==> config.mk <==
export PLATFORM = sky130hd
export DESIGN_NAME = kbs_cmd_fifo
export DESIGN_NICKNAME = d
export VERILOG_FILES = /design/src/hdl/kbs_pkg.sv /design/src/hdl/kbs_cmd_fifo.sv
export SDC_FILE = /design/constraint.sdc
export NUM_CORES = 1
export LEC_CHECK = 0
export BUFFER_PORTS_ARGS = -buffer_cell sky130_fd_sc_hd__buf_2
export CORE_MARGIN = 4
export CORE_UTILIZATION = 50
export CTS_CLUSTER_DIAMETER = 80
export DETAILED_ROUTE_END_ITERATION = 7
export PLACE_DENSITY = 0.76
export SLEW_MARGIN = 10
export SYNTH_ARGS = -nofsm -noshare
export SYNTH_HDL_FRONTEND = slang
export SYNTH_SLANG_ARGS = --single-unit
==> constraint.sdc <==
create_clock -name clk_i -period 3.3 [get_ports clk_i]
set_input_delay 0.33 -clock clk_i [delete_from_list [all_inputs] [get_ports clk_i]]
set_output_delay 0.33 -clock clk_i [all_outputs]
set_load 0.02 [all_outputs]
==> src/hdl/kbs_pkg.sv <==
package kbs_pkg;

  localparam int MAX_KEYS  = 256;
  localparam int TIME_BITS = 24;
  localparam int IDX_BITS  = $clog2(MAX_KEYS);
  localparam int CNT_BITS  = 9;
  localparam int FRAC_BITS = 16;
  localparam int CMD_DEPTH = 2;

  localparam logic [FRAC_BITS:0] FRAC_ONE = (FRAC_BITS + 1)'(1 << FRAC_BITS);

  typedef enum logic [1:0] {
    OP_WRITE,
    OP_QUERY,
    OP_DROP
  } op_e;

  typedef struct packed {
    op_e                  op;
    logic [IDX_BITS-1:0]  idx;
    logic [TIME_BITS-1:0] stamp;
  } cmd_t;

  typedef struct packed {
    logic [IDX_BITS-1:0]  lower;
    logic [IDX_BITS-1:0]  upper;
    logic [FRAC_BITS:0]   frac;
    logic                 past;
  } res_t;

  typedef enum logic [2:0] {
    BK_IDLE,
    BK_LAST,
    BK_SEARCH,
    BK_TLO,
    BK_THI,
    BK_DIV,
    BK_DONE
  } back_state_e;

endpackage

==> src/hdl/kbs_cmd_fifo.sv <==
module kbs_cmd_fifo (
  input  logic          clk_i,
  input  logic          rst_ni,
  input  logic          enq_i,
  input  kbs_pkg::cmd_t enq_word_i,
  output logic          full_o,
  input  logic          deq_i,
  output logic          valid_o,
  output kbs_pkg::cmd_t deq_word_o
);
  import kbs_pkg::*;

  localparam int PTR_BITS = (CMD_DEPTH > 1) ? $clog2(CMD_DEPTH) : 1;
  localparam int LVL_BITS = $clog2(CMD_DEPTH + 1);

  cmd_t                entry_q [CMD_DEPTH];
  logic [PTR_BITS-1:0] wr_q, rd_q;
  logic [LVL_BITS-1:0] lvl_q;
  logic                do_enq, do_deq;

  assign full_o     = (lvl_q == LVL_BITS'(CMD_DEPTH));
  assign valid_o    = (lvl_q != '0);
  assign deq_word_o = entry_q[rd_q];
  assign do_enq     = enq_i && !full_o;
  assign do_deq     = deq_i && valid_o;

  always_ff @(posedge clk_i) begin
    if (do_enq) begin
      entry_q[wr_q] <= enq_word_i;
    end
  end

  always_ff @(posedge clk_i or negedge rst_ni) begin
    if (!rst_ni) begin
      wr_q  <= '0;
      rd_q  <= '0;
      lvl_q <= '0;
    end else begin
      if (do_enq) begin
        wr_q <= (32'(wr_q) == CMD_DEPTH - 1) ? '0 : wr_q + PTR_BITS'(1);
      end
      if (do_deq) begin
        rd_q <= (32'(rd_q) == CMD_DEPTH - 1) ? '0 : rd_q + PTR_BITS'(1);
      end
      if (do_enq && !do_deq) begin
        lvl_q <= lvl_q + LVL_BITS'(1);
      end else if (do_deq && !do_enq) begin
        lvl_q <= lvl_q - LVL_BITS'(1);
      end
    end
  end

endmodule

## Word-level counts from Yosys, hierarchy flattened

Memories as Yosys holds them, arrays and structs flattened.
Cells that the tools add are included.

- Register bits after elaboration: 4
- RAM bits: 68
- Input port bits: 38
- Word-level logic and storage cells: 24
- Memories: 1

- Add/sub/neg operators: 4
- Equal/unequal tests: 1
- Multiplexer cells: 6
- Reduce and logical (&&, ||, !) cells: 9

Memories:

| memory | words | width | read ports | clocked after memory_dff | write ports | RTL line | source |
|---|---|---|---|---|---|---|---|
| entry_q | 2 | 34 | 1 | 0 | 1 | kbs_cmd_fifo.sv:16 | `cmd_t entry_q [CMD_DEPTH];` |

Operators by type and width:

| cell | number |
|---|---|
| 1-bit logical AND | 4 |
| 1-bit two-way mux | 4 |
| 2-bit two-way mux | 2 |
| 2-bit nonzero test | 2 |
| 1-bit logical NOT | 3 |
| 1-bit adder, second input constant | 2 |
| 2-bit by 1-bit adder with 2-bit output, second input constant | 1 |
| 2-bit == test, second input constant | 1 |
| 2-bit by 1-bit subtractor with 2-bit output, second input constant | 1 |

## Depth between registers and ports, before layout

- Depth after elaboration: 7
- Gate-level depth with buffers: 7
- Depth with buffers taken out: 7

## Worst setup path after synthesis

OpenSTA, ideal clock, no wires.

- Path kind: flip-flop to flip-flop
- From: register lvl_q[0]
- To: memory entry_q[0][0] (netlist name) (enable)
- Library setup time: 0.425 ns
- Arrival time: 2.060 ns
- Data required time: 2.875 ns
- Setup slack: 0.815 ns
- Stages on the path, launching flop included: 4
- Cell sequence: dfrtp_1 nand2b_1 nand2_1 nor2_1

- Word-level cells in the longest chain between the ends: 5

RTL lines:

| item | RTL line | source |
|---|---|---|
| start: declaration | kbs_cmd_fifo.sv:18 | `logic [LVL_BITS-1:0] lvl_q;` |
| start signal: assignment | kbs_cmd_fifo.sv:46 | `lvl_q <= lvl_q + LVL_BITS'(1);` |
| start signal: assignment | kbs_cmd_fifo.sv:48 | `lvl_q <= lvl_q - LVL_BITS'(1);` |
| 2-bit == test | kbs_cmd_fifo.sv:21 | `assign full_o = (lvl_q == LVL_BITS'(CMD_DEPTH));` |
| 1-bit logical NOT | kbs_cmd_fifo.sv:24 | `assign do_enq = enq_i && !full_o;` |
| 1-bit logical AND | kbs_cmd_fifo.sv:24 |  |
| 1-bit two-way mux | kbs_cmd_fifo.sv:28 | `if (do_enq) begin` |
| 1-bit two-way mux (implied by the code) | kbs_cmd_fifo.sv:29 | `entry_q[wr_q] <= enq_word_i;` |
| end: declaration | kbs_cmd_fifo.sv:16 |  |

Every way passes these cells.

==> results.yml <==
floorplanning:
  floorplan.core_area_mm2: 0.00547
  num_io_pins: 74
  die_height_um: 82.9
  fp.dieW_um: 82.9
  placement_rows: 27
  initial_utilization: 0.513
  fp.dieArea_mm2: 0.00687
clock_network:
  cts.path.max_buffers: 2
  cts_tree: "built"
  insertion_delay_ns: 0.33
  cells_resized_by_post_cts_repair: 0
  total_clock_buffers_created_by_cts: 9
  clk_root_buffer_cell: "clkbuf_8"
  cts_sinks: 72
  worst_setup_hold_path_clk_slew_ns: 0.07
  h-tree-depth: 3
pwr:
  p_sw_frac: 0.324
  p_clk_frac: 0.203
  power_density_mw_per_mm2: 914
  cellLeakagePower_nw: 1.38
  p_switching_mw: 1.00
  share_comb_of_total_power: 0.353
  power.internal_mw: 2.10
  vdd.ir_drop.worst_mv: 0.942
  relative_contribution_of_sequential_cells_to_total_power: 0.444
timing:
  timing.final.crit_period_ns: 2.30
  slew_headroom: 0.349
  setup_slack_ns: 1.00
  finalHoldViolations: 0
  rsz0062_at_grt: "false"
  finalSetupViolations: 0
  final.setup.tns_ns: 0
  worst_pin_slew_ns: 0.974
  period_share: 0.697
  worst_hold_slack_ns: 0.184
  final_max_slew_viol_count: 0
  maxClockFrequency_mhz: 435
  timing.clock.skew_ns: 0.00433
placed_design:
  io_buffer_count: 73
  finalWeightedCongestion: 0.629
  pre_cts_slack_ns: 1.34
  placement.cell_area_mm2: 0.00321
  dpl.cell_count: 267
  dp_hpwl_um: 3020
synth:
  syn_inst_count: 125
  synth_area_leader_cell: "edfxtp_1"
  synth_top_cell_area_share: 0.728
  seq_area_frac_synth: 0.764
  mappedNetlistArea_mm2: 0.00281
  synth-seq-cells: 72
  synth.net_count: 164
  synth_area_leaders: "edfxtp_1 (73%), mux2_4 (16%), dfrtp_1 (3.6%)"
  yosys.cell_types.count: 16
  synth_area_per_cell_um2: 22.4
  ys.warnings.count: 0
routing:
  via_count: 1353
  route.detailed.wl_per_inst_um: 16.1
  wl_um: 4570
  1st_pass_router_iterations: 4
  antenna_nets_post_route: 0
  routed_via_density: 4.78
  drc: 0
  drt_first_iter_violations: 54
setup_path:
  ff2ff_setup_slack_ns: 1.43
  setup.worst_path.start_class: "register"
  worstSetupEndpointType: "output pin"
  critical_path_arrival_ns: 1.97
  required_time_of_the_critical_path_ns: 2.97
  crit_type: "register to output pin"
  critical_path_peak_fanout: 19
grt:
  grt_antenna_before_repair: 0
  pin_count_of_the_biggest_net_entering_global_routing: 35
  grt.total_usage: 0.145
  globalRouteOverflowTotal: 0
  grt_pass1_wl_um: 7490
  first_global_vias: 1507
finish:
  final_cells: 283
  layout_common_cells: "buf_2 (73), edfxtp_1 (68), mux2_4 (29)"
  layout-drive-gt1-share: 0.592
  final_design_area_no_fill_mm2: 0.00339
  area_growth_pct: 21.0
  mostFrequentLayoutCell: "buf_2"
  antenna-diode-count: 0
  final_nets: 246
worst_hold_path:
  min_delay_path_class: "primary input to register"
run_status:
  run_status: "complete, no violations"
run:
  max_cap_violations: 0
per-layer routing:
layer / track usage / wire, µm / up-vias
met5: 0 / 0 / -
met4: 0.0802 / 87 / 0
met3: 0.0496 / 245 / 7
met2: 0.254 / 2500 / 45
met1: 0.151 / 1730 / 657
li1: - / - / 644
final cells by class:
class                      instances  area, µm²
clock buffer                      10        128
clock inverter                     5       48.8
inverter                           2       7.51
fill                             414       2080
sequential                        72       2140
tap                               72       90.1
multi-input combinational         47        593
timing repair buffer              75        383
state kept, by name, summed over array words and instances (netlist names):
name     flops
entry_q     68
lvl_q        2
rd_q         1
wr_q         1
power by group through the flow:
stage | sequential, mW | clock, mW | combinational, mW
floorplan | 1.32 | 0 | 0.946
global placement | 1.38 | 0 | 1.11
detailed placement | 1.40 | 0 | 1.11
CTS | 1.38 | 0.651 | 1.12
global route | 1.40 | 0.693 | 1.17
finish | 1.38 | 0.628 | 1.10
what timing repair did:
action                                 4_1_cts  5_1_grt
hold buffers                                 1        0
endpoints found under the hold margin        4        0
buffers inserted                             0        0
synth_stat cells:
cell type / count
and3_1: 1
buf_12: 3
buf_6: 1
dfrtp_1: 4
edfxtp_1: 68
ha_1: 1
inv_1: 2
mux2_2: 5
mux2_4: 29
nand2_1: 1
nand2_2: 1
nand2b_1: 1
nor2_1: 2
or2_1: 1
xnor2_1: 3
xor2_1: 2
critical path: stages (launching register included):
cell and delay, ns:
dfrtp_2 0.68, buf_4 0.43, mux2_4 0.34, buf_2 0.16
cells by family after synthesis:
logic type | Yosys count | synth area share
DFF | 72 | 0.764
muxes | 34 | 0.175
and+or+nand+nor | 7 | 0.0129
adders and majority gates | 1 | 0.00446
xor gates and xnor gates | 5 | 0.0156
buffers and inverters | 6 | 0.0281
path summary, 6_finish.rpt:
check / from / end / cells past startpoint
worst min register to register: lvl_q[1] / lvl_q[1] / 1
worst max register to register: lvl_q[0] / entry_q[0][23] / 3
worst min-delay path: enq_word_i[11] / entry_q[0][11] / 1
min in group asynchronous: rst_ni / rd_q / 2
worst max-delay path: rd_q / deq_word_o[4] / 3
max in group asynchronous: rst_ni / rd_q / 2
stage by stage:
stage | power (mW) | util
final | 3.10 | 0.620
after global routing | 3.26 | 0.620
after CTS | 3.15 | 0.620
after detailed placement | 2.51 | 0.586
after global placement | 2.49 | 0.586
after floorplan | 2.27 | -
No activity file was read; power rests on OpenSTA's default activity.
