===== config.mk =====
export PLATFORM = sky130hd
export DESIGN_NAME = kbs_front
export DESIGN_NICKNAME = d
export VERILOG_FILES = /design/src/hdl/kbs_pkg.sv /design/src/hdl/kbs_front.sv
export SDC_FILE = /design/constraint.sdc
export NUM_CORES = 1
export LEC_CHECK = 0
export BUFFER_PORTS_ARGS = -buffer_cell sky130_fd_sc_hd__buf_2
export CAP_MARGIN = 20
export CELL_PAD_IN_SITES_DETAIL_PLACEMENT = 2
export CELL_PAD_IN_SITES_GLOBAL_PLACEMENT = 2
export CORE_MARGIN = 10
export CORE_UTILIZATION = 15
export DETAILED_ROUTE_END_ITERATION = 10
export GPL_TIMING_DRIVEN = 0
export PLACE_DENSITY = 0.82
export SYNTH_ARGS = -nofsm -noshare
export SYNTH_HDL_FRONTEND = slang
export SYNTH_SLANG_ARGS = --single-unit

===== constraint.sdc =====
create_clock -name clk_i -period 2.5 [get_ports clk_i]
set_input_delay 0.25 -clock clk_i [delete_from_list [all_inputs] [get_ports clk_i]]
set_output_delay 0.25 -clock clk_i [all_outputs]
set_load 0.1 [all_outputs]

===== src/hdl/kbs_pkg.sv =====
package kbs_pkg;

  localparam int MAX_KEYS  = 256;
  localparam int TIME_BITS = 24;
  localparam int IDX_BITS  = $clog2(MAX_KEYS);
  localparam int CNT_BITS  = 9;
  localparam int FRAC_BITS = 16;
  localparam int CMD_DEPTH = 2;

  localparam logic [FRAC_BITS:0] FRAC_ONE = (FRAC_BITS + 1)'(1 << FRAC_BITS);

  typedef enum logic [1:0] {
    OP_WRITE,
    OP_QUERY,
    OP_DROP
  } op_e;

  typedef struct packed {
    op_e                  op;
    logic [IDX_BITS-1:0]  idx;
    logic [TIME_BITS-1:0] stamp;
  } cmd_t;

  typedef struct packed {
    logic [IDX_BITS-1:0]  lower;
    logic [IDX_BITS-1:0]  upper;
    logic [FRAC_BITS:0]   frac;
    logic                 past;
  } res_t;

  typedef enum logic [2:0] {
    BK_IDLE,
    BK_LAST,
    BK_SEARCH,
    BK_TLO,
    BK_THI,
    BK_DIV,
    BK_DONE
  } back_state_e;

endpackage


===== src/hdl/kbs_front.sv =====
module kbs_front (
  input  logic                            clk_i,
  input  logic                            rst_ni,
  input  logic                            push_i,
  input  logic                            fifo_full_i,
  input  logic                            action_i,
  input  logic [7:0]                      key_index_i,
  input  logic [23:0]                     key_time_i,
  input  logic [23:0]                     query_time_i,
  input  logic                            key_count_we_i,
  input  logic [kbs_pkg::CNT_BITS-1:0]    key_count_i,
  output logic                            enq_o,
  output kbs_pkg::cmd_t                   cmd_o,
  output logic [kbs_pkg::IDX_BITS-1:0]    last_idx_o
);
  import kbs_pkg::*;

  logic [IDX_BITS-1:0] last_q, last_d;

  // classify: out-of-table writes are swallowed here
  always_comb begin
    cmd_o.idx = IDX_BITS'(key_index_i);
    if (action_i) begin
      cmd_o.op    = OP_QUERY;
      cmd_o.stamp = query_time_i;
    end else begin
      cmd_o.op    = (32'(key_index_i) >= MAX_KEYS) ? OP_DROP : OP_WRITE;
      cmd_o.stamp = key_time_i;
    end
  end

  assign enq_o = push_i && !fifo_full_i && (cmd_o.op != OP_DROP);

  // key count clamped to 1..MAX_KEYS, kept as last index
  always_comb begin
    if (key_count_i == '0) begin
      last_d = '0;
    end else if (32'(key_count_i) > MAX_KEYS) begin
      last_d = IDX_BITS'(MAX_KEYS - 1);
    end else begin
      last_d = IDX_BITS'(key_count_i - CNT_BITS'(1));
    end
  end

  always_ff @(posedge clk_i or negedge rst_ni) begin
    if (!rst_ni) begin
      last_q <= '0;
    end else if (key_count_we_i) begin
      last_q <= last_d;
    end
  end

  assign last_idx_o = last_q;

endmodule


== Yosys cells after proc, flatten, opt, wreduce, memory -nomap -nowiden ==
Index checks and enable logic that the tools add are counted.

* $add $sub $neg: 1
* $lt $le $gt $ge: 1
* Equality and inequality tests: 1
* Multiplexer cells: 4
* Reduce and logical (&&, ||, !) cells: 4

{| class="wikitable"
|+ Operators with widths
! cell !! count
|-
| $mux W24 || 1
|-
| $mux W8 || 2
|-
| $gt A9 B9 Y1 const B || 1
|-
| $logic_not A9 Y1 || 1
|-
| $sub A8 B1 Y8 const B || 1
|-
| $logic_and A1 B1 Y1 || 2
|-
| $ne A2 B2 Y1 const B || 1
|-
| $logic_not A1 Y1 || 1
|-
| $mux W1 || 1
|}

* Bits in registers: 8
* Output and inout port bits: 43
* Logic and storage cells: 12

== Logic depth before layout (Yosys ltp) ==
Gate-level depths: netlist of the first run.

* Depth in word-level cells: 3
* Mapped depth: 6

== Worst setup path before layout of the first run ==
OpenSTA, ideal clock, no wires.

* Path kind: input-to-output
* Start: input port fifo_full_i
* End: output port enq_o
* Arrival: 1.585 ns
* Slack: 0.665 ns
* Cell stages on the path: 1
* Path through: nor2b_1

* Word-level cells in the longest chain between the ends: 3

{| class="wikitable"
|+ RTL lines
! what !! RTL line !! source
|-
| start, declared || kbs_front.sv:5 || <nowiki>input logic fifo_full_i,</nowiki>
|-
| $logic_not A1 Y1 || kbs_front.sv:32 || <nowiki>assign enq_o = push_i && !fifo_full_i && (cmd_o.op != OP_DROP);</nowiki>
|-
| $logic_and A1 B1 Y1 (2 in a row) || kbs_front.sv:32 ||
|-
| end, declared || kbs_front.sv:12 || <nowiki>output logic enq_o,</nowiki>
|}

Every way passes these cells.

==> metrics.md, run 1 <==
| Metric | Value |
|---|---|
| Vias in the first global route | `~1300` |
| Pre-CTS WS | `0.563 ns` |
| Most frequent cell after synthesis | `mux2_2` |
| Post_cts resized | `0` |
| Storage cell area | `~200 um^2` |
| Crit-path leading delay family | `buffers and inverters` |
| Worst setup margin | `between 0.5 and 0.6 ns` |
| Buffers on Ports | `slightly above 100` |
| Rel. slew slack | `0.650` |
| Largest register FFs | `8` |
| DR pass1 iterations | `3` |
| Leak | `0.809 nW` |
| Number of fill cells | `between 600 and 700` |
| CP Data Arrival Time | `1.66 ns` |
| HPWL Detailed | `about 4100 um` |
| Capture point of the worst reg-to-reg path | `last_idx_o[6]$_DFFE_PN0P_` |
| Critical Path Sink Type | `output pin` |
| Slowest cell on crit path | `clkbuf_1` |
| Sequential area share after synthesis | `0.231` |
| Status | `finished clean` |
| Post-Synthesis Cells | `91` |
| Layout cells sized above 1 | `0.731` |
| Dominant cells by area after synthesis | `mux2_2 (31%), dfrtp_1 (23%), buf_4 (8.6%)` |
| Post-synth top area share | `0.311` |
| Post-CTS setup buffer count | `0` |
| FP Rows | `27` |
| CP required | `roughly 2.3 ns` |
| Clk slew on worst S/H paths | `~0.04 ns` |
| Die area | `slightly above 9000 um^2` |
| Number of synthesized flops with an enable pin | `0` |
| Average cell area after synthesis | `about 9.5 um^2` |
| Crit Path Class | `in2out` |
| Syn nets | `approximately 160` |
| Fin area | `about 1500 um^2` |
| Hold Crit Class | `in2async` |
| Total power | `around 0.9 mW` |
| FFs w/ async S/R, synth | `1.00` |
| CP Buf/Inv Count | `3` |
| Routed WL per cell | `approximately 16 um` |
| # IOs | `114` |
| Reg-to-reg startpoint | `last_idx_o[6]$_DFFE_PN0P_` |
| VDD IR-drop max | `0.263 mV` |
| Total via count in the routed design | `about 1100` |
| Pwr dens | `slightly below 600 nW/um^2` |
| Worst path most repeated cell | `clkbuf_1` |
| CTS Root Cell | `clkbuf_8` |
| Fin. Hold Viols | `0` |
| Area Overhead vs Synth | `75.4%` |
| Clock Skews | `0 ns` |
| CP Depth | `4` |
| Area leader, netlist | `mux2_2` |
| Synth top cells by count | `mux2_2 (24), inv_1 (11), buf_4 (10)` |
| Die width | `just under 100 um` |
| Via density per instance | `4.01` |
| Final Critical Period | `around 1.9 ns` |
| Placed cell count | `265` |
| Routed Antenna Nets | `0` |
| Crit path launch type | `primary input` |
| Yosys warnings | `0` |
| Grt total ovfl | `0` |
| Initial Utilization | `0.156` |
| Slew Limit Fails | `0` |
| Die height | `roughly 96 um` |
| RSZ-0062 raised after global routing | `false` |
| DRC | `0` |
| Worst-case clock buffer depth | `2` |
| Multi-input logic area | `approximately 540 um^2` |
| Initial drt markers | `13` |
| Setup violators final | `0` |
| #FFs+latches synth | `8` |
| Ys flop type | `dfrtp_1` |
| Largest net degree at the start of global routing | `11` |
| Dpl cell area | `approximately 1500 um^2` |
| Worst skew pair latency | `approximately 0.22 ns` |
| Mapped cell area | `868 um^2` |
| Htree depth | `1` |
| CP Cell Sequence | `clkbuf_1 -> clkbuf_1 -> mux2_2 -> buf_2` |
| Final Routed Wirelength | `~4400 um` |
| Crit path max fanout | `10` |
| Num CTS Buffers | `3` |
| End of the critical path | `cmd_o[6]` |
| Count of cell types in the netlist | `22` |
| CTS sink count | `8` |
| RD Place Congestion | `~0.74` |
| Core Area | `5570 um^2` |
| Fin cells | `between 200 and 300` |
| Worst Reg-to-Reg Cells | `2` |
| Final Util | `0.273` |
| Final setup TNS | `0 ns` |
| First-pass GRT wire length | `around 6500 um` |
| Worst Setup SP | `action_i` |
| Post-layout nets | `272` |
| R2R Setup Slk | `between 1.5 and 2 ns` |
| Fin crit share | `0.764` |
| Crit path largest cell delay | `between 0.4 and 0.5 ns` |
| Maximum clock frequency | `approximately 520 MHz` |
| Worst slew pin tran | `around 0.52 ns` |
| Max Cap Viol | `0` |
| CTS tree | `yes` |
| Total GRT Usage | `0.0881` |
| Hold_ws | `0.395 ns` |
| Antenna violations before repair | `0` |
## layout by cell type, fill, tap and decap left out, types with 3 or more instances in the layout
cell type,Yosys,layout
xor2_1,4,4
nor2_1,5,5
inv_1,11,11
o22ai_1,5,5
mux2_2,24,24
buf_4,10,10
buf_2,0,102
dfrtp_1,8,8
o221ai_1,3,3
clkbuf_1,4,4
clkbuf_8,0,3
## layer usage
| layer | wire length (um) | vias to the layer above | share of wire | track usage |
|---|---|---|---|---|
| li1 | - | 520 | - | - |
| met1 | 1260 | 510 | 0.29 | 0.0710 |
| met5 | 0 | - | 0 | 0 |
| met3 | 504 | 2 | 0.11 | 0.0436 |
| met2 | 2630 | 51 | 0.60 | 0.178 |
| met4 | 15 | 0 | 0.0034 | 0.0283 |
## layout make-up
| class | instances | area share |
|---|---|---|
| buffer | 14 | 0.0592 |
| sequential | 8 | 0.131 |
| timing repair buffer | 103 | 0.342 |
| multi-input combinational | 58 | 0.353 |
| tap | 72 | 0.0592 |
| clock buffer | 3 | 0.0271 |
| antenna | 1 | 0.00164 |
| inverter | 11 | 0.0271 |
## how the worst min path moves through the flow
stage / startpoint / endpoint / cells after the start
2_1_floorplan: rst_ni / last_idx_o[0]$_DFFE_PN0P_ / 0
3_5_place_dp: rst_ni / last_idx_o[0]$_DFFE_PN0P_ / 1
6_report: rst_ni / last_idx_o[0]$_DFFE_PN0P_ / 2
5_1_grt: rst_ni / last_idx_o[1]$_DFFE_PN0P_ / 2
3_3_place_gp: rst_ni / last_idx_o[0]$_DFFE_PN0P_ / 1
4_1_cts: rst_ni / last_idx_o[2]$_DFFE_PN0P_ / 2
## power breakdown
part | leakage (nW) | switching (mW) | internal (mW)
clock | 0.0216 | 0.0429 | 0.104
combinational | 0.698 | 0.477 | 0.125
sequential | 0.0902 | 0.00626 | 0.143
total | 0.809 | 0.526 | 0.372
## kinds of logic after synthesis
family	synth area share
adder cells (fa/ha/maj)	0.0288
multiplexers	0.311
AO/OA/AOI/OAI	0.101
buffers and inverters	0.151
flip-flops	0.231
XOR/XNOR	0.0605
other	0.00432
AND/OR/NAND/NOR	0.112
## repair_timing
| item | in CTS | in global routing |
|---|---|---|
| hold endpoints to repair | 8 | 0 |
| setup endpoints to repair | 0 | 0 |
| hold buffers | 1 | 0 |
Note: power is estimated with default switching activity, not from simulation.
==> inputs of run 2 (changes only) <==
--- a/config.mk
+++ b/config.mk
@@ -10,10 +10,10 @@
 export CELL_PAD_IN_SITES_DETAIL_PLACEMENT = 2
 export CELL_PAD_IN_SITES_GLOBAL_PLACEMENT = 2
 export CORE_MARGIN = 10
-export CORE_UTILIZATION = 15
+export CORE_UTILIZATION = 13
 export DETAILED_ROUTE_END_ITERATION = 10
 export GPL_TIMING_DRIVEN = 0
-export PLACE_DENSITY = 0.82
+export PLACE_DENSITY = 0.76
 export SYNTH_ARGS = -nofsm -noshare
 export SYNTH_HDL_FRONTEND = slang
 export SYNTH_SLANG_ARGS = --single-unit
==> constraint.sdc (replaced) <==
create_clock -name clk_i -period 1.6 [get_ports clk_i]
set_input_delay 0.16 -clock clk_i [delete_from_list [all_inputs] [get_ports clk_i]]
set_output_delay 0.16 -clock clk_i [all_outputs]
set_load 0.1 [all_outputs]
==> run 2 against run 1 <==
Core utilization shrank 3.0 points; worst hold slack worse by 0.10 ns; first-iteration DRC count is 54% lower; sequential power grew 55%; count of clock-buffer cells in the layout unchanged; routed wire length increased by 2.8%; final cell count rose by 2.2%; critical path type unchanged; largest power group unchanged.
==> metrics.md, run 2 (synthesis results as in run 1) <==
| Metric | Value |
|---|---|
| Fin area | `1560 um^2 (+2.4%)` |
| DRC | `0 (unchanged)` |
| Initial drt markers | `6 (-7)` |
| Routed WL per cell | `16.4 um (+0.53%)` |
| Fin cells | `276 (+2.2%)` |
| Worst skew pair latency | `0.23 ns (about the same)` |
| Initial Utilization | `0.135 (-0.0206)` |
| Htree depth | `1 (unchanged)` |
| Pwr dens | `915 nW/um^2 (+55%)` |
| Critical Path Sink Type | `output pin` |
| Hold_ws | `0.295 ns (-0.100 ns)` |
| Reg-to-reg startpoint | `last_idx_o[7]$_DFFE_PN0P_` |
| Placed cell count | `270 (+1.9%)` |
| Antenna violations before repair | `0 (unchanged)` |
| Dpl cell area | `1480 um^2 (+0.60%)` |
| CP Data Arrival Time | `1.36 ns (-0.30 ns)` |
| Clock Skews | `0 ns (unchanged)` |
| Grt total ovfl | `0 (unchanged)` |
| Crit path launch type | `primary input` |
| Most frequent cells in the layout | `buf_2 (102), mux2_2 (24), buf_4 (12)` |
| # IOs | `114 (unchanged)` |
| Die area | `10300 um^2 (+12%)` |
| ANT cells | `0 (-1)` |
| Storage cell area | `200 um^2 (unchanged)` |
| Setup violators final | `0 (unchanged)` |
| Fin. Hold Viols | `0 (unchanged)` |
| Max Cap Viol | `0 (unchanged)` |
| Leak | `0.828 nW (+2.3%)` |
| Buffers on Ports | `102 (unchanged)` |
| Die width | `102 um (+5.9%)` |
| Final Routed Wirelength | `4540 um (+2.8%)` |
| Worst-case clock buffer depth | `2 (unchanged)` |
| Commonest non-fill, non-tap cell in the layout | `buf_2` |
| CTS Root Cell | `clkbuf_8` |
| Total GRT Usage | `0.0806 (-0.00745)` |
| Status | `finished clean` |
| Crit Path Class | `in2out` |
| Routed Antenna Nets | `0 (unchanged)` |
| Largest register FFs | `8 (unchanged)` |
| VDD IR-drop max | `0.293 mV (+12%)` |
| Clk slew on worst S/H paths | `0.04 ns (about the same)` |
| Hold_sp | `key_count_i[7]` |
| Final setup TNS | `0 ns (unchanged)` |
| Worst Setup SP | `action_i` |
| HPWL Detailed | `4180 um (+1.0%)` |
| Vias in the first global route | `1372 (+5.4%)` |
| Area Overhead vs Synth | `79.5%` |
| Rel. slew slack | `0.655 (+0.00430)` |
| Die height | `102 um (+5.9%)` |
| Fin crit share | `0.949` |
| Worst slew pin tran | `0.522 ns (-0.00286 ns)` |
| Hold Crit Class | `in2reg` |
| Maximum clock frequency | `around 660 MHz` |
| Slew Limit Fails | `0 (unchanged)` |
| First-pass GRT wire length | `6660 um (+3.1%)` |
| CTS sink count | `8 (unchanged)` |
| Via density per instance | `3.98 (-0.73%)` |
| Final Util | `0.243 (-0.0304)` |
| Multi-input logic area | `547 um^2 (+1.9%)` |
| Layout cells sized above 1 | `0.749 (+0.0178)` |
| Core Area | `6420 um^2 (+15%)` |
| RD Place Congestion | `0.773 (+4.2%)` |
| CTS tree | `yes` |
| Num CTS Buffers | `3 (unchanged)` |
| Crit path max fanout | `10 (unchanged)` |
| Final Critical Period | `about 1.5 ns` |
| Largest net degree at the start of global routing | `11 (unchanged)` |
| DR pass1 iterations | `2 (-1)` |
| Number of fill cells | `754 (+14%)` |
| FP Rows | `29 (+7.4%)` |
| Post-layout nets | `274 (+0.74%)` |
| CP required | `1.44 ns (-0.81 ns)` |
| Total via count in the routed design | `1099 (+1.5%)` |
-- run 2: changes by cell type in the layout (fill, tap and decap cells not counted), sizes merged --
cell / previous run / this run
buf: 112 / 115
clkbuf: 7 / 6
diode: 1 / 0
-- run 2: worst max-delay path, stage by stage --
cell	delay, ns
buf_1	0.25
clkbuf_4	0.30
mux2_2	0.36
buf_2	0.29
-- run 2: layer usage --
layer | GRT usage | up-vias | part of all wire
met1 | 0.0712 | 516 | 0.32
li1 | - | 520 | -
met4 | 0.0242 | 0 | 0.017
met2 | 0.161 | 56 | 0.57
met5 | 0 | - | 0
met3 | 0.0340 | 7 | 0.096
-- run 2: power breakdown --
part | switching, mW | internal [mW]
logic | 0.752 | 0.202
registers | 0.00942 | 0.224
clock network | 0.0768 | 0.163
-- run 2: cell type report --
cell class,count,area share
clock buffer,3,0.0265
inverter,11,0.0265
buffer,14,0.0626
timing repair buffer,105,0.343
sequential,8,0.128
tap,77,0.0618
multi-input combinational,58,0.351
-- run 2: through the flow --
step	total power [mW]	setup slack (ns)
final	1.43	0.0822
after detailed placement	1.19	-0.177
after global placement	1.18	-0.166
after CTS	1.44	0.0115
after global routing	1.49	-0.00594
after floorplan	0.995	0.0988
-- run 2: worst paths after layout --
check                                       endpoint  slack [ns]  depth (start not counted)
min in group asynchronous  last_idx_o[6]$_DFFE_PN0P_        0.31                          2
max reg2reg                last_idx_o[7]$_DFFE_PN0P_        0.93                          2
min                        last_idx_o[7]$_DFFE_PN0P_        0.29                          3
min reg2reg                last_idx_o[3]$_DFFE_PN0P_        0.55                          2
max                                         cmd_o[6]        0.08                          4
max in group asynchronous  last_idx_o[1]$_DFFE_PN0P_        1.13                          2
-- run 2: timing repair --
item / CTS / global route
hold endpoints to repair: 8 / 0
hold buffers: 1 / 0
resized for setup: 3 / 4
setup endpoints to repair: 20 / 13
pin swaps: 0 / 1
buffers inserted: 0 / 2
==> inputs of run 3 (changes only) <==
--- a/config.mk
+++ b/config.mk
@@ -5,15 +5,16 @@
 export SDC_FILE = /design/constraint.sdc
 export NUM_CORES = 1
 export LEC_CHECK = 0
+export ABC_AREA = 1
 export BUFFER_PORTS_ARGS = -buffer_cell sky130_fd_sc_hd__buf_2
 export CAP_MARGIN = 20
 export CELL_PAD_IN_SITES_DETAIL_PLACEMENT = 2
 export CELL_PAD_IN_SITES_GLOBAL_PLACEMENT = 2
 export CORE_MARGIN = 10
-export CORE_UTILIZATION = 13
+export CORE_UTILIZATION = 16
 export DETAILED_ROUTE_END_ITERATION = 10
 export GPL_TIMING_DRIVEN = 0
-export PLACE_DENSITY = 0.76
+export PLACE_DENSITY = 0.84
 export SYNTH_ARGS = -nofsm -noshare
 export SYNTH_HDL_FRONTEND = slang
 export SYNTH_SLANG_ARGS = --single-unit
==> constraint.sdc (replaced) <==
create_clock -name clk_i -period 1.9 [get_ports clk_i]
set_input_delay 0.19 -clock clk_i [delete_from_list [all_inputs] [get_ports clk_i]]
set_output_delay 0.19 -clock clk_i [all_outputs]
set_load 0.1 [all_outputs]
==> run 3 against run 2 <==
Sequential power shrank 15%; critical path depth stayed put; core utilization up 3.3 points; synthesized area grew 11%; worst hold slack improved by 0.015 ns; flip-flop and latch count stayed put; non-clock buffer count down 2; routed wire length up 5.9%; register-to-register slack better by 0.31 ns; critical path type unchanged; critical endpoint is now cmd_o[17].
==> metrics.md, run 3 <==
| Metric | Value |
|---|---|
| Worst Reg-to-Reg Cells | `2 (unchanged)` |
| Synth top cells by count | `nand2_1 (24), mux2_1 (20), buf_4 (10), inv_1 (10), nor2_1 (9)` |
| Crit path launch type | `primary input` |
| Area Overhead vs Synth | `68.5%` |
| First-pass GRT wire length | `7750 um (+16%)` |
| Ys flop type | `dfrtp_1` |
| Die height | `97.7 um (-4.0%)` |
| M1 GR Usage | `0.0823 (+0.0111)` |
| Worst skew pair latency | `0.23 ns (about the same)` |
| Max Cap Viol | `0 (unchanged)` |
| DR pass1 iterations | `3 (+1)` |
| Die area | `9540 um^2 (-7.9%)` |
| Xor and xnor area share after synthesis | `0.0182 (-0.0424)` |
| Dominant cells by area after synthesis | `mux2_1 (23%), dfrtp_1 (21%), nand2_1 (9.3%)` |
| Total power | `1.21 mW (-16%)` |
| DRC | `0 (unchanged)` |
| Layout cells sized above 1 | `0.592 (-0.157)` |
| Largest register FFs | `8 (unchanged)` |
| Number of synthesized flops with an enable pin | `0 (unchanged)` |
| Crit Path Class | `in2out` |
| Crit path max fanout | `10 (unchanged)` |
| # IOs | `114 (unchanged)` |
| Post-synth top area share | `0.233 (-0.0778)` |
| Area leader, netlist | `mux2_1` |
| Fin area | `1630 um^2 (+4.3%)` |
| #FFs+latches synth | `8 (unchanged)` |
| Antenna violations before repair | `0 (unchanged)` |
| Total via count in the routed design | `1225 (+11%)` |
| Post-Synth Simple-Gate Area | `0.253 (+0.141)` |
| Placed cell count | `294 (+8.9%)` |
| Htree depth | `1 (unchanged)` |
| GR Layer Usage met2 | `0.204 (+0.0433)` |
| Grt peak-use layer | `met2` |
| Worst setup margin | `0.546 ns (+0.463 ns)` |
| RSZ-0062 raised after global routing | `false` |
| Worst slew pin tran | `0.510 ns (-0.0110 ns)` |
| Routed Antenna Nets | `0 (unchanged)` |
| FP Rows | `28 (-3.4%)` |
| Clock Skews | `0 ns (unchanged)` |
| FFs w/ async S/R, synth | `1.00 (unchanged)` |
| Core Area | `5890 um^2 (-8.4%)` |
| CP Data Arrival Time | `1.16 ns (-0.20 ns)` |
| Critical Path Sink Type | `output pin` |
| Final setup TNS | `0 ns (unchanged)` |
| Dpl cell area | `1570 um^2 (+6.5%)` |
| HPWL Detailed | `4480 um (+7.1%)` |
| Via density per instance | `4.11 (+3.2%)` |
| Final Util | `0.276 (+0.0334)` |
| Initial Utilization | `0.164 (+0.0287)` |
| Setup violators final | `0 (unchanged)` |
| Die width | `97.7 um (-4.0%)` |
| Largest net degree at the start of global routing | `11 (unchanged)` |
| Pre-CTS WS | `0.512 ns (+0.689 ns)` |
| Routed WL per cell | `16.1 um (-1.9%)` |
| Initial drt markers | `18 (+12)` |
| Final Critical Period | `1.35 ns` |
| Clk slew on worst S/H paths | `0.04 ns (about the same)` |
| Status | `finished clean` |
| Pwr dens | `742 nW/um^2 (-19%)` |
| Count of cell types in the netlist | `25 (+14%)` |
| Post-layout nets | `298 (+8.8%)` |
| R2R Setup Slk | `1.24 ns (+0.31 ns)` |
| Post-Synth Adder-Cell Area | `0.0259 (-0.00288)` |
| Most frequent cell after synthesis | `nand2_1` |
| Maximum clock frequency | `around 740 MHz` |
| Slew Limit Fails | `0 (unchanged)` |
| Cells on Worst Hold Path | `3 (unchanged)` |
| Average cell area after synthesis | `8.32 um^2 (-13%)` |
| Worst-case clock buffer depth | `2 (unchanged)` |
| Post-Synthesis Cells | `116 (+27%)` |
| VDD IR-drop max | `0.376 mV (+28%)` |
| Largest family of logic cells by synthesized area | `multiplexers` |
| Fin cells | `298 (+8.0%)` |
| Commonest non-fill, non-tap cell in the layout | `buf_2` |
| RD Place Congestion | `0.712 (-8.0%)` |
| Buffers on Ports | `103 (+0.98%)` |
| Total GRT Usage | `0.0985 (+0.0178)` |
| Capture point of the worst reg-to-reg path | `last_idx_o[4]$_DFFE_PN0P_` |
| Final Routed Wirelength | `4800 um (+5.9%)` |
| Most frequent cells in the layout | `buf_2 (104), nand2_1 (24), mux2_1 (20)` |
| Hold_ws | `0.310 ns (+0.0147 ns)` |
| CTS Root Cell | `clkbuf_8` |
| Hold Path End | `last_idx_o[1]$_DFFE_PN0P_` |
| ANT cells | `0 (unchanged)` |
| Yosys warnings | `0 (unchanged)` |
| Grt total ovfl | `0 (unchanged)` |
| Multiplexer share of the synthesized area | `0.280 (-0.0311)` |
| Syn nets | `189 (+15%)` |
| CP required | `1.71 ns (+0.27 ns)` |
| Fin. Hold Viols | `0 (unchanged)` |
| CTS tree | `yes` |
| Hold_sp | `key_count_we_i` |
| Worst Setup SP | `action_i` |
| Rel. slew slack | `0.662 (+0.00731)` |
| Mapped cell area | `965 um^2 (+11%)` |
| Number of fill cells | `724 (-4.0%)` |
| Fin crit share | `0.713` |
| Leak | `0.910 nW (+9.9%)` |
| Met3 Use GR | `0.0455 (+0.0115)` |
| CTS sink count | `8 (unchanged)` |
| Compound-Gate Fraction of Synth Area | `0.0623 (-0.0386)` |
| Hold Crit Class | `in2reg` |
| Num CTS Buffers | `3 (unchanged)` |
| Vias in the first global route | `1497 (+9.1%)` |
| Reg-to-reg startpoint | `last_idx_o[4]$_DFFE_PN0P_` |
| Sequential area share after synthesis | `0.208 (-0.0230)` |
## run 3: cell types whose count changed after synthesis, moves of 4 or more
cell / before / now
o22ai_1: 5 / 0
mux2_1: 0 / 20
nand3_1: 0 / 5
nor2_1: 5 / 9
mux2_2: 24 / 4
clkbuf_1: 4 / 0
o21ai_1: 0 / 5
nand2_1: 1 / 24
## run 3: cells by family (layout without fill, tap and decap cells)
kind of cell / count (synthesis) / count (layout)
buffers and inverters: 24 / 131
XOR/XNOR: 2 / 2
other: 1 / 1
flip-flops: 8 / 8
AND/OR/NAND/NOR: 46 / 46
multiplexers: 24 / 24
adder cells (fa/ha/maj): 2 / 2
AO/OA/AOI/OAI: 9 / 9
## run 3: cell type report
cell class                 count  area (um^2)  share of cell area
buffer                        13          103              0.0631
clock buffer                   3         41.3              0.0254
inverter                      11         41.3              0.0254
multi-input combinational     84          621               0.382
sequential                     8          200               0.123
tap                           75         93.8              0.0577
timing repair buffer         104          526               0.323
## run 3: per-layer routing
layer	share of wire	routed length (um)
met4	0.0087	42
met5	0	0
met1	0.30	1460
met2	0.59	2850
met3	0.093	447
## run 3: worst max-delay path by stage
| stage | cells after the start | end |
|---|---|---|
| 3_5_place_dp | 8 | last_idx_o[4]$_DFFE_PN0P_ |
| 6_report | 4 | cmd_o[17] |
| 4_1_cts | 4 | cmd_o[17] |
| 5_1_grt | 4 | cmd_o[4] |
| 3_3_place_gp | 4 | cmd_o[7] |
| 2_1_floorplan | 2 | enq_o |
## run 3: where the power goes
group	internal, mW	switching [mW]	leakage [nW]
sequential	0.188	0.0103	0.0916
clock	0.138	0.0705	0.0216
combinational	0.158	0.640	0.797
## run 3: critical path, cell delays in order
cell	delay, ns
buf_2	0.16
buf_6	0.17
mux2_1	0.34
buf_2	0.30
## run 3: what timing repair did
| action | CTS | global route |
|---|---|---|
| resized for setup | 0 | 0 |
| buffers inserted | 0 | 0 |
| hold endpoints to repair | 8 | 0 |
| hold buffers | 1 | 0 |
